$ cat config.mk
export PLATFORM = sky130hd
export DESIGN_NAME = sparse_polynomial_term_accumulator
export DESIGN_NICKNAME = d
export VERILOG_FILES = /design/src/sv/spta_pkg.sv /design/src/sv/spta_mem.sv /design/src/sv/sparse_polynomial_term_accumulator.sv
export SDC_FILE = /design/constraint.sdc
export NUM_CORES = 2
export LEC_CHECK = 0
export BUFFER_PORTS_ARGS = -buffer_cell sky130_fd_sc_hd__buf_4
export CAP_MARGIN = 15
export CORE_UTILIZATION = 50
export CTS_BUF_LIST = sky130_fd_sc_hd__clkbuf_4
export CTS_CLUSTER_DIAMETER = 50
export CTS_CLUSTER_SIZE = 28
export DETAILED_ROUTE_END_ITERATION = 10
export GPL_TIMING_DRIVEN = 0
export PLACE_DENSITY = 0.66
export SLEW_MARGIN = 30
export SYNTH_ARGS = -nofsm -noshare
export SYNTH_HDL_FRONTEND = slang
export SYNTH_HIERARCHICAL = 1
export SYNTH_SLANG_ARGS = --single-unit
export TNS_END_PERCENT = 20
$ cat constraint.sdc
create_clock -name clk -period 6.6 [get_ports clk]
set_clock_uncertainty 0.15 [all_clocks]
set_input_delay 1.98 -clock clk [delete_from_list [all_inputs] [get_ports clk]]
set_output_delay 1.98 -clock clk [all_outputs]
set_load 0.1 [all_outputs]
$ cat src/sv/spta_pkg.sv
// ----------------------------------------------------------------------------
// Sparse polynomial term accumulator package
// Shared widths, table entry and memory request types, op and status codes.
// ----------------------------------------------------------------------------
package spta_pkg;

	localparam int MAX_TERMS  = 32;
	localparam int IDX_W      = $clog2(MAX_TERMS);
	localparam int CNT_W      = $clog2(MAX_TERMS + 1);
	localparam int COEFF_BITS = 32;
	localparam int POWER_BITS = 16;

	typedef logic signed [COEFF_BITS-1:0] coef_t;
	typedef logic signed [POWER_BITS-1:0] power_t;
	typedef logic [IDX_W-1:0]             idx_t;
	typedef logic [CNT_W-1:0]             cnt_t;

	localparam coef_t COEF_MIN = {1'b1, {(COEFF_BITS-1){1'b0}}};

	typedef struct packed {
		coef_t  coef;
		power_t power;
	} entry_t;

	typedef struct packed {
		logic   we;
		idx_t   waddr;
		entry_t wdata;
		logic   re;
		idx_t   raddr;
	} mem_req_t;

	typedef enum logic [1:0] {
		OP_ADD   = 2'd0,
		OP_SUB   = 2'd1,
		OP_READ  = 2'd2,
		OP_CLEAR = 2'd3
	} op_t;

	typedef enum logic [2:0] {
		ST_ADDED   = 3'd0,
		ST_MERGED  = 3'd1,
		ST_REMOVED = 3'd2,
		ST_ZERO    = 3'd3,
		ST_FULL    = 3'd4,
		ST_TERM    = 3'd5,
		ST_EMPTY   = 3'd6,
		ST_CLEARED = 3'd7
	} status_t;

endpackage

$ cat src/sv/spta_mem.sv
// ----------------------------------------------------------------------------
// Term table memory
// One write port and one read port; read data is registered.
// ----------------------------------------------------------------------------
module spta_mem (
	input  logic              clk,
	input  spta_pkg::mem_req_t req,
	output spta_pkg::entry_t   rdata
);
	import spta_pkg::*;

	entry_t mem [MAX_TERMS];

	always_ff @(posedge clk) begin
		if (req.we) begin
			mem[req.waddr] <= req.wdata;
		end
		if (req.re) begin
			rdata <= mem[req.raddr];
		end
	end

endmodule

$ cat src/sv/sparse_polynomial_term_accumulator.sv
// ----------------------------------------------------------------------------
// Sparse polynomial term accumulator
// Holds a sparse polynomial as a table of nonzero terms sorted by power in a
// synchronous memory, and adds, subtracts, reads out or clears terms.
//
//   Channel   Handshake            Payload
//   -------   ------------------   -----------------------------------------
//   command   start, busy          op, coefficient, power
//   result    valid (one cycle)    status, term_coefficient, term_power,
//                                  term_count, is_empty, degree, last
//
// An add or subtract reads and compares entries in order of power, then
// either merges into a matching entry or shifts the higher entries up and
// writes the new entry, and ends with a degree refresh; a removal also
// shifts the entries above it down.
// A full-table drop answers right after the scan. A read out emits each term
// in turn. A rejected term, a clear and a read out of an empty table answer
// in the next cycle. Reset empties the table; the memory itself is not
// cleared. The receiver cannot stall results.
// ----------------------------------------------------------------------------
module sparse_polynomial_term_accumulator (
	input  logic                  clk,
	input  logic                  arst_n,
	input  logic                  start,
	output logic                  busy,
	input  logic [1:0]            op,
	input  spta_pkg::coef_t       coefficient,
	input  spta_pkg::power_t      power,
	output logic                  valid,
	output logic [2:0]            status,
	output spta_pkg::coef_t       term_coefficient,
	output spta_pkg::power_t      term_power,
	output spta_pkg::cnt_t        term_count,
	output logic                  is_empty,
	output spta_pkg::power_t      degree,
	output logic                  last
);
	import spta_pkg::*;

	typedef enum logic [3:0] {
		S_IDLE,
		S_SCAN_RD,
		S_SCAN_CMP,
		S_SH_RD,
		S_SH_WR,
		S_MERGE,
		S_RM_RD,
		S_RM_WR,
		S_DEG_RD,
		S_DEG_WAIT,
		S_RO_RD,
		S_RO_EMIT
	} state_t;

	state_t   state_q;
	cnt_t     held_q;
	power_t   degree_q;
	idx_t     idx_q;
	idx_t     pos_q;
	coef_t    coef_q;
	power_t   pow_q;
	coef_t    sum_q;
	logic     rm_q;
	status_t  st_q;

	logic     valid_q;
	status_t  out_status_q;
	coef_t    out_coef_q;
	power_t   out_power_q;
	cnt_t     out_count_q;
	logic     out_empty_q;
	power_t   out_degree_q;
	logic     out_last_q;

	mem_req_t req;
	entry_t   rdata;
	coef_t    c_eff;
	coef_t    sum;
	logic     ovf;

	spta_mem u_mem (
		.clk   (clk),
		.req   (req),
		.rdata (rdata)
	);

	assign busy = (state_q != S_IDLE);

	always_comb begin
		if (op_t'(op) == OP_SUB) begin
			c_eff = (coefficient == COEF_MIN) ? '0 : -coefficient;
		end else begin
			c_eff = coefficient;
		end
	end

	assign sum = rdata.coef + coef_q;
	assign ovf = (rdata.coef[COEFF_BITS-1] == coef_q[COEFF_BITS-1]) &&
		(sum[COEFF_BITS-1] != rdata.coef[COEFF_BITS-1]);

	always_comb begin
		req = '0;
		case (state_q)
			S_SCAN_RD: begin
				req.re    = 1'b1;
				req.raddr = idx_q;
			end
			S_SH_RD: begin
				if (idx_q == pos_q) begin
					req.we    = 1'b1;
					req.waddr = pos_q;
					req.wdata = '{coef: coef_q, power: pow_q};
				end else begin
					req.re    = 1'b1;
					req.raddr = idx_q - idx_t'(1);
				end
			end
			S_SH_WR, S_RM_WR: begin
				req.we    = 1'b1;
				req.waddr = idx_q;
				req.wdata = rdata;
			end
			S_MERGE: begin
				if (!rm_q) begin
					req.we    = 1'b1;
					req.waddr = idx_q;
					req.wdata = '{coef: sum_q, power: pow_q};
				end
			end
			S_RM_RD: begin
				if (CNT_W'(idx_q) + CNT_W'(1) != held_q) begin
					req.re    = 1'b1;
					req.raddr = idx_q + idx_t'(1);
				end
			end
			S_DEG_RD: begin
				if (held_q != '0) begin
					req.re    = 1'b1;
					req.raddr = idx_t'(held_q - CNT_W'(1));
				end
			end
			S_RO_RD: begin
				req.re    = 1'b1;
				req.raddr = idx_q;
			end
			default: begin
			end
		endcase
	end

	always_ff @(posedge clk or negedge arst_n) begin
		if (!arst_n) begin
			state_q      <= S_IDLE;
			held_q       <= '0;
			degree_q     <= '0;
			valid_q      <= 1'b0;
			idx_q        <= '0;
			pos_q        <= '0;
			coef_q       <= '0;
			pow_q        <= '0;
			sum_q        <= '0;
			rm_q         <= 1'b0;
			st_q         <= ST_ADDED;
			out_status_q <= ST_ADDED;
			out_coef_q   <= '0;
			out_power_q  <= '0;
			out_count_q  <= '0;
			out_empty_q  <= 1'b1;
			out_degree_q <= '0;
			out_last_q   <= 1'b0;
		end else begin
			valid_q <= 1'b0;
			case (state_q)
				S_IDLE: begin
					if (start) begin
						case (op_t'(op))
							OP_READ: begin
								if (held_q == '0) begin
									valid_q      <= 1'b1;
									out_status_q <= ST_EMPTY;
									out_coef_q   <= '0;
									out_power_q  <= '0;
									out_count_q  <= held_q;
									out_empty_q  <= 1'b1;
									out_degree_q <= degree_q;
									out_last_q   <= 1'b1;
								end else begin
									idx_q   <= idx_t'(held_q - CNT_W'(1));
									state_q <= S_RO_RD;
								end
							end
							OP_CLEAR: begin
								held_q       <= '0;
								degree_q     <= '0;
								valid_q      <= 1'b1;
								out_status_q <= ST_CLEARED;
								out_coef_q   <= '0;
								out_power_q  <= '0;
								out_count_q  <= '0;
								out_empty_q  <= 1'b1;
								out_degree_q <= '0;
								out_last_q   <= 1'b1;
							end
							default: begin
								coef_q <= c_eff;
								pow_q  <= power;
								if (c_eff == '0) begin
									valid_q      <= 1'b1;
									out_status_q <= ST_ZERO;
									out_coef_q   <= '0;
									out_power_q  <= '0;
									out_count_q  <= held_q;
									out_empty_q  <= (held_q == '0);
									out_degree_q <= degree_q;
									out_last_q   <= 1'b1;
								end else if (held_q == '0) begin
									pos_q   <= '0;
									idx_q   <= '0;
									state_q <= S_SH_RD;
								end else begin
									idx_q   <= '0;
									state_q <= S_SCAN_RD;
								end
							end
						endcase
					end
				end
				S_SCAN_RD: begin
					state_q <= S_SCAN_CMP;
				end
				S_SCAN_CMP: begin
					if (rdata.power == pow_q) begin
						sum_q   <= sum;
						rm_q    <= ovf || (sum == '0);
						state_q <= S_MERGE;
					end else if (rdata.power < pow_q &&
						CNT_W'(idx_q) + CNT_W'(1) != held_q) begin
						idx_q   <= idx_q + idx_t'(1);
						state_q <= S_SCAN_RD;
					end else if (held_q == CNT_W'(MAX_TERMS)) begin
						valid_q      <= 1'b1;
						out_status_q <= ST_FULL;
						out_coef_q   <= '0;
						out_power_q  <= '0;
						out_count_q  <= held_q;
						out_empty_q  <= 1'b0;
						out_degree_q <= degree_q;
						out_last_q   <= 1'b1;
						state_q      <= S_IDLE;
					end else begin
						pos_q   <= (rdata.power < pow_q) ? idx_q + idx_t'(1) : idx_q;
						idx_q   <= idx_t'(held_q);
						state_q <= S_SH_RD;
					end
				end
				S_SH_RD: begin
					if (idx_q == pos_q) begin
						held_q  <= held_q + CNT_W'(1);
						st_q    <= ST_ADDED;
						state_q <= S_DEG_RD;
					end else begin
						state_q <= S_SH_WR;
					end
				end
				S_SH_WR: begin
					idx_q   <= idx_q - idx_t'(1);
					state_q <= S_SH_RD;
				end
				S_MERGE: begin
					if (rm_q) begin
						st_q    <= ST_REMOVED;
						state_q <= S_RM_RD;
					end else begin
						st_q    <= ST_MERGED;
						state_q <= S_DEG_RD;
					end
				end
				S_RM_RD: begin
					if (CNT_W'(idx_q) + CNT_W'(1) == held_q) begin
						held_q  <= held_q - CNT_W'(1);
						state_q <= S_DEG_RD;
					end else begin
						state_q <= S_RM_WR;
					end
				end
				S_RM_WR: begin
					idx_q   <= idx_q + idx_t'(1);
					state_q <= S_RM_RD;
				end
				S_DEG_RD: begin
					if (held_q == '0) begin
						degree_q     <= '0;
						valid_q      <= 1'b1;
						out_status_q <= st_q;
						out_coef_q   <= '0;
						out_power_q  <= '0;
						out_count_q  <= held_q;
						out_empty_q  <= 1'b1;
						out_degree_q <= '0;
						out_last_q   <= 1'b1;
						state_q      <= S_IDLE;
					end else begin
						state_q <= S_DEG_WAIT;
					end
				end
				S_DEG_WAIT: begin
					degree_q     <= rdata.power;
					valid_q      <= 1'b1;
					out_status_q <= st_q;
					out_coef_q   <= '0;
					out_power_q  <= '0;
					out_count_q  <= held_q;
					out_empty_q  <= 1'b0;
					out_degree_q <= rdata.power;
					out_last_q   <= 1'b1;
					state_q      <= S_IDLE;
				end
				S_RO_RD: begin
					state_q <= S_RO_EMIT;
				end
				S_RO_EMIT: begin
					valid_q      <= 1'b1;
					out_status_q <= ST_TERM;
					out_coef_q   <= rdata.coef;
					out_power_q  <= rdata.power;
					out_count_q  <= held_q;
					out_empty_q  <= 1'b0;
					out_degree_q <= degree_q;
					out_last_q   <= (idx_q == '0);
					if (idx_q == '0) begin
						state_q <= S_IDLE;
					end else begin
						idx_q   <= idx_q - idx_t'(1);
						state_q <= S_RO_RD;
					end
				end
				default: begin
					state_q <= S_IDLE;
				end
			endcase
		end
	end

	assign valid            = valid_q;
	assign status           = out_status_q;
	assign term_coefficient = out_coef_q;
	assign term_power       = out_power_q;
	assign term_count       = out_count_q;
	assign is_empty         = out_empty_q;
	assign degree           = out_degree_q;
	assign last             = out_last_q;

`ifndef NO_ASSERTIONS
	a_count_range: assert property (@(posedge clk) disable iff (!arst_n)
		valid |-> term_count <= CNT_W'(MAX_TERMS))
		else $error("term count beyond table size");

	a_empty_flag: assert property (@(posedge clk) disable iff (!arst_n)
		valid |-> (is_empty == (term_count == '0)))
		else $error("empty flag disagrees with term count");

	a_single_last: assert property (@(posedge clk) disable iff (!arst_n)
		(valid && status != ST_TERM) |-> last)
		else $error("single result item without last");

	a_write_busy: assert property (@(posedge clk) disable iff (!arst_n)
		req.we |-> busy)
		else $error("table written while idle");
`endif

endmodule
=== Word level (Yosys, flattened, before mapping) ===
Memories as Yosys holds them, arrays and structs flattened. A register that Yosys moved wholly into a read port is not among the register bits.
Index checks and enable logic that the tools add are counted.

* Memories kept: 1
* RAM bits: 1536
* Output and inout port bits: 77
* Logic and storage cells: 221
* Register bits after elaboration: 196

{| class="wikitable"
|+ Memories
! memory !! words !! width !! rd ports !! clocked after memory_dff !! write ports !! line !! text
|-
| u_mem.mem || 32 || 48 || 1 || 1 || 1 || spta_mem.sv:12 || <nowiki>entry_t mem [MAX_TERMS];</nowiki>
|}

* Reduce and logical (&&, ||, !) cells: 32
* Equal/unequal tests: 41
* Muxes and demuxes: 120
* $lt $le $gt $ge: 1
* Add/subtract/negate cells: 7
* Bitwise gates (word level): 1

{| class="wikitable"
|+ Operators with widths
! operator !! number
|-
| two-way mux 32 bit || 8
|-
| two-way mux 16 bit || 15
|-
| case mux 54 bit (3 select lines) || 1
|-
| case mux 16 bit (5 select lines) || 2
|-
| case mux 32 bit (5 select lines) || 1
|-
| two-way mux 54 bit || 2
|-
| two-way mux 6 bit || 13
|-
| two-way mux 5 bit || 15
|-
| logical NOT 32 bit || 2
|-
| case mux 16 bit (2 select lines) || 2
|-
| case mux 32 bit (2 select lines) || 1
|-
| case mux 16 bit (3 select lines) || 1
|-
| case mux 6 bit (4 select lines) || 2
|-
| case mux 4 bit (11 select lines) || 1
|-
| adder 32 bit || 1
|-
| == test 32 bit, second input constant || 1
|-
| two-way mux 4 bit || 8
|-
| negation 32 bit || 1
|-
| two-way mux 3 bit || 9
|-
| inequality test 2 bit, second input constant || 13
|-
| case mux 5 bit (5 select lines) || 1
|-
| AND reduction 8 bit || 3
|-
| two-way mux 1 bit || 20
|-
| case mux 5 bit (2 select lines) || 2
|-
| 49 further kinds || 77
|}

=== Logic depth before layout (Yosys ltp) ===
* Word-level depth: 8
* Depth in mapped cells: 17
* Gate-level depth less buffers: 14

=== Hierarchy ===
Netlist, hierarchy kept.

{| class="wikitable"
|+ By module, submodules not included
! module !! cells each !! area an instance (µm²) !! times used
|-
| spta_mem || 3364 || 61205.0 || 1
|-
| sparse_polynomial_term_accumulator || 1493 || 12841.1 || 1
|}

=== Worst setup path before layout ===
No wires, ideal clock.

* Path type: input to register
* From: input port coefficient[24]
* To: register idx_q[4]
* Slack: 1.269 ns
* Data arrival time: 5.054 ns
* Stages on the path: 12
* Data required time: 6.322 ns
* Buffers on the path: 2
* Setup time: 0.128 ns
* Cell sequence: buf_2 > or4_4 > or4_4 > or4_1 > buf_2 > a31oi_1 > nand3_1 > a2111oi_2 > o2111a_2 > o21a_2 > nand2b_2 > mux2_1

* Cells in the longest elaborated chain, start to end: 6
* Elaborated cells between the ends (all ways): 7

{| class="wikitable"
|+ RTL lines
! element !! line !! text
|-
| start: declaration || sparse_polynomial_term_accumulator.sv:27 || <nowiki>input spta_pkg::coef_t coefficient,</nowiki>
|-
| negation 32 bit or == test 32 bit (tied branches) || sparse_polynomial_term_accumulator.sv:91 || <nowiki>c_eff = (coefficient == COEF_MIN) ? '0 : -coefficient;</nowiki>
|-
| two-way mux 32 bit || sparse_polynomial_term_accumulator.sv:91 ||
|-
| two-way mux 32 bit * || sparse_polynomial_term_accumulator.sv:90 || <nowiki>if (op_t'(op) == OP_SUB) begin</nowiki>
|-
| logical NOT 32 bit * || sparse_polynomial_term_accumulator.sv:207 || <nowiki>if (c_eff == '0) begin</nowiki>
|-
| inequality test 3 x 2 -> 1 bit (no line) * || -- ||
|-
| AND reduction 8 bit (no line) * || -- ||
|-
| end signal: assignment || sparse_polynomial_term_accumulator.sv:188 || <nowiki>idx_q <= idx_t'(held_q - CNT_W'(1));</nowiki>
|-
| end signal: assignment || sparse_polynomial_term_accumulator.sv:238 || <nowiki>idx_q <= idx_q + idx_t'(1);</nowiki>
|-
| end signal: assignment || sparse_polynomial_term_accumulator.sv:252 || <nowiki>idx_q <= idx_t'(held_q);</nowiki>
|-
| end: declaration || sparse_polynomial_term_accumulator.sv:58 || <nowiki>idx_t idx_q;</nowiki>
|}

Every way passes the cells marked *; elsewhere a longest branch is shown, timed or not.
A chain may end at the register's enable or synchronous reset.

==> flow_metrics.py <==
metrics = {
    "outcome": {
        "status": "finished clean",
    },
    "worst_hold_path": {
        "hold_depth": 2,
        "min_path_type": "flop to flop",
        "hold_start": "sum_q[3]$_DFFE_PN0P_",
        "hold_path_end": "sum_q[3]$_DFFE_PN0P_",
    },
    "power_and_ir_drop": {
        "switchingPower_w": 0.01807,
        "p_clk_frac": 0.154,
        "power_density_mw_per_mm2": 481.2,
        "combPwrFrac": 0.485,
        "pwr-share-seq": 0.360,
        "total_power_w": 0.03993,
        "p_leak_nw": 28.04,
        "swShare": 0.4526,
        "worst_ir_drop_vdd_mv": 0.3520,
        "internal_power_w": 0.02186,
    },
    "finish": {
        "drive_above_1_share": 0.1376,
        "final_cell_mix": "1584 x edfxtp_1, 777 x mux2i_1, 343 x nand2_1, 213 x a21oi_1, 194 x dfrtp_1",
        "layout_commonest_cell": "edfxtp_1",
        "nNetsFinal": 5340,
        "fin_area_sq_mm": 0.08299,
        "syn_to_final_growth_pct": 12.08,
        "final_util": 0.5674,
    },
    "timing": {
        "period_minus_slack_ns": 6.433,
        "rsz0062_at_grt": "yes",
        "finalMaxSlewViolations": 0,
        "setup_viol": 0,
        "worst_slew_pin_slew_ns": 1.043,
        "slew_headroom": 0.2949,
        "fmax_ghz": 0.1555,
        "whs_ns": 0.3265,
        "setup_tns_ns": 0,
        "min_period_over_period": 0.9747,
        "finalHoldViolations": 0,
    },
    "logic_synthesis": {
        "postSynthCellCount": 4857,
        "synthDistinctLibCells": 81,
        "synthArstFlopShare": 0.1096,
        "synth_edf_count": 1584,
        "syn_nets": 4964,
        "ys.flop_type": "edfxtp_1",
        "ys_seq_elements": 1779,
        "synth_area_per_cell_sq_um": 15.25,
        "synth_seq_area_share": 0.7083,
        "synth_area_sq_mm": 0.07405,
        "yosys_warnings": 6,
    },
    "worst_setup_path": {
        "worstReg2RegStart": "idx_q[1]$_DFFE_PN0P_",
        "regToRegSetupSlack_ns": 0.17,
        "r2r.worst_path.cells": 16,
        "cp_data_required_time_ns": 7.39,
        "critPathKind": "flop to flop",
        "crit_arrival_ns": 7.23,
        "setup.worst_path.end_class": "flop",
        "crit_path_max_fanout": 10,
        "startpoint_type": "flop",
        "rr_endpoint": "u_mem/rdata[12]$_DFFE_PP_",
    },
    "floorplan": {
        "ios": 130,
        "coreArea_sq_mm": 0.1463,
        "rows": 140,
        "die-area_sq_mm": 0.1496,
        "die_width_um": 386.8,
        "floorplan.initialDensity": 0.5062,
        "die_y_um": 386.8,
    },
    "grt": {
        "antenna_found_initial": 9,
        "grt_max_degree": 76,
        "grt.total_usage": 0.2695,
        "grt_pass1_wl_um": 295400,
        "grt_pass1_vias": 43680,
        "grt_overflow": 0,
    },
    "cts": {
        "cts_tree": "yes",
        "cts-buffers-inserted": 153,
        "cts_buffer_depth": 3,
        "clkLatencyLatePin_ns": 1.30,
        "clk_pin_slew_ns": 0.16,
        "post_cts_buffers": 0,
        "cts_root_buf": "clkbuf_4",
        "cts_max_level": 4,
        "cts_hold_buffers": 0,
        "clock-sinks": 1779,
    },
    "drt": {
        "ant_nets": 0,
        "route.detailed.drc": 0,
        "drt_iter0_drc": 4726,
        "num_vias": 44800,
        "wirelength_um": 204100,
        "wl_per_cell_um": 28.00,
        "via_per_inst": 6.146,
        "dr.pass1.iters": 6,
    },
    "placement": {
        "port_buffers": 124,
        "globalplace.congestion": 0.9439,
        "hpwl_um": 145800,
        "place_area_sq_mm": 0.08021,
    },
    "job": {
        "maxCapViolCount": 0,
    },
}
[metrics by stage]
step	cells	setup slack (ns)
floorplan	4857	1.269
global placement	6898	-2.305
detailed placement	6995	-0.05881
CTS	7279	0.08961
global route	7288	-0.08670
finish	7289	0.1673
[metal layers]
layer,share of wire,vias up,GRT usage
met5,0.000044,-,0
met4,0.033,2,0.09634
met3,0.073,368,0.04356
met2,0.48,1888,0.4451
met1,0.41,22800,0.3616
li1,-,19740,-
[cells in the mapped netlist, types with 10 or more instances]
library cell / instances / area (sq um)
nor3_1: 79 / 395.4
xnor2_1: 34 / 297.8
or4_1: 11 / 82.58
nand2b_1: 19 / 118.9
o31ai_1: 16 / 120.1
o211ai_1: 10 / 75.07
a31oi_1: 66 / 412.9
a21oi_1: 214 / 1071
nor2_1: 129 / 484.2
inv_1: 76 / 285.3
nand4_1: 14 / 87.58
xor2_1: 35 / 306.5
edfxtp_1: 1584 / 47570
dfrtp_1: 194 / 4855
buf_4: 39 / 292.8
nor4_1: 11 / 68.82
clkbuf_1: 137 / 514.2
nor2b_1: 20 / 125.1
o21ai_1: 10 / 50.05
nand3b_1: 10 / 75.07
a211oi_1: 14 / 105.1
nand2_1: 343 / 1287
buf_6: 48 / 540.5
a21o_1: 12 / 90.09
ha_1: 53 / 663.1
o21ai_0: 140 / 700.7
a22oi_1: 164 / 1231
mux2i_1: 777 / 7777
or3_1: 16 / 100.1
nand3_1: 176 / 880.8
buf_1: 12 / 45.04
a222oi_1: 32 / 320.3
buf_2: 48 / 240.2
a22o_1: 187 / 1638
[worst max path at each step]
stage	start	end	slack [ns]
6_report	idx_q[1]$_DFFE_PN0P_	u_mem/rdata[12]$_DFFE_PP_	0.17
5_1_grt	idx_q[1]$_DFFE_PN0P_	u_mem/rdata[14]$_DFFE_PP_	-0.09
4_1_cts	idx_q[1]$_DFFE_PN0P_	u_mem/rdata[13]$_DFFE_PP_	0.09
3_5_place_dp	coefficient[0]	idx_q[4]$_DFFE_PN0P_	-0.06
3_3_place_gp	state_q[2]$_DFFE_PN0P_	u_mem/mem[4][20]$_DFFE_PP_	-2.31
2_1_floorplan	coefficient[24]	idx_q[4]$_DFFE_PN0P_	1.27
[sequential cells by signal, indices dropped and copies added, names as in the netlist, 6 cells and up]
name,cells
u_mem/mem,1536
u_mem/rdata,48
coef_q,32
sum_q,32
term_coefficient,32
degree,16
degree_q,16
pow_q,16
term_power,16
held_q,6
term_count,6
[critical path: stages (launching register included)]
cell and delay, ns:
dfrtp_1 0.38, clkbuf_1 0.39, nand3_1 0.42, or3_1 0.42, a221o_1 0.32, a211oi_1 0.35, nand2b_1 0.41, nand2_1 0.09
o21ai_0 0.09, o221ai_1 0.40, nor2_2 0.48, buf_4 0.31, buf_4 0.35, clkbuf_1 0.53, nand2_1 0.10, a31oi_1 0.54
nand3_1 0.34
[power groups by stage]
stage,combinational [W],clock (W),sequential (W)
final,0.0194,0.00617,0.0144
after global routing,0.0203,0.00668,0.0145
after CTS,0.0191,0.00630,0.0144
after detailed placement,0.0190,0,0.0146
after global placement,0.0188,0,0.0147
after floorplan,0.0106,0,0.0160
[layout make-up]
cell class,instances,area [sq um]
Antenna cell,10,25.02
Buffer,286,1668
Clock buffer,165,1239
Clock inverter,119,1466
Fill cell,11440,63280
Inverter,78,292.8
Multi-Input combinational cell,2714,19950
Sequential cell,1779,52450
Tap cell,1917,2399
Timing Repair Buffer,221,3498
[kinds of logic (layout without fill, tap and decap cells)]
kind of cell | count (synthesis) | in the layout | share of synthesized area
compound gates | 933 | 933 | 0.08669
xor+xnor | 69 | 69 | 0.008162
fa+ha+maj | 54 | 54 | 0.009226
buf+inv | 364 | 869 | 0.02641
flops | 1779 | 1779 | 0.7083
mux | 789 | 789 | 0.1069
other cells | 0 | 10 | 0
simple gates | 869 | 869 | 0.05436
[repair_timing]
item,in CTS,in global routing
resized for setup,0,10
endpoints found under the hold margin,0,0
endpoints found under the setup margin,0,23
(Power assumes the default switching activity.)
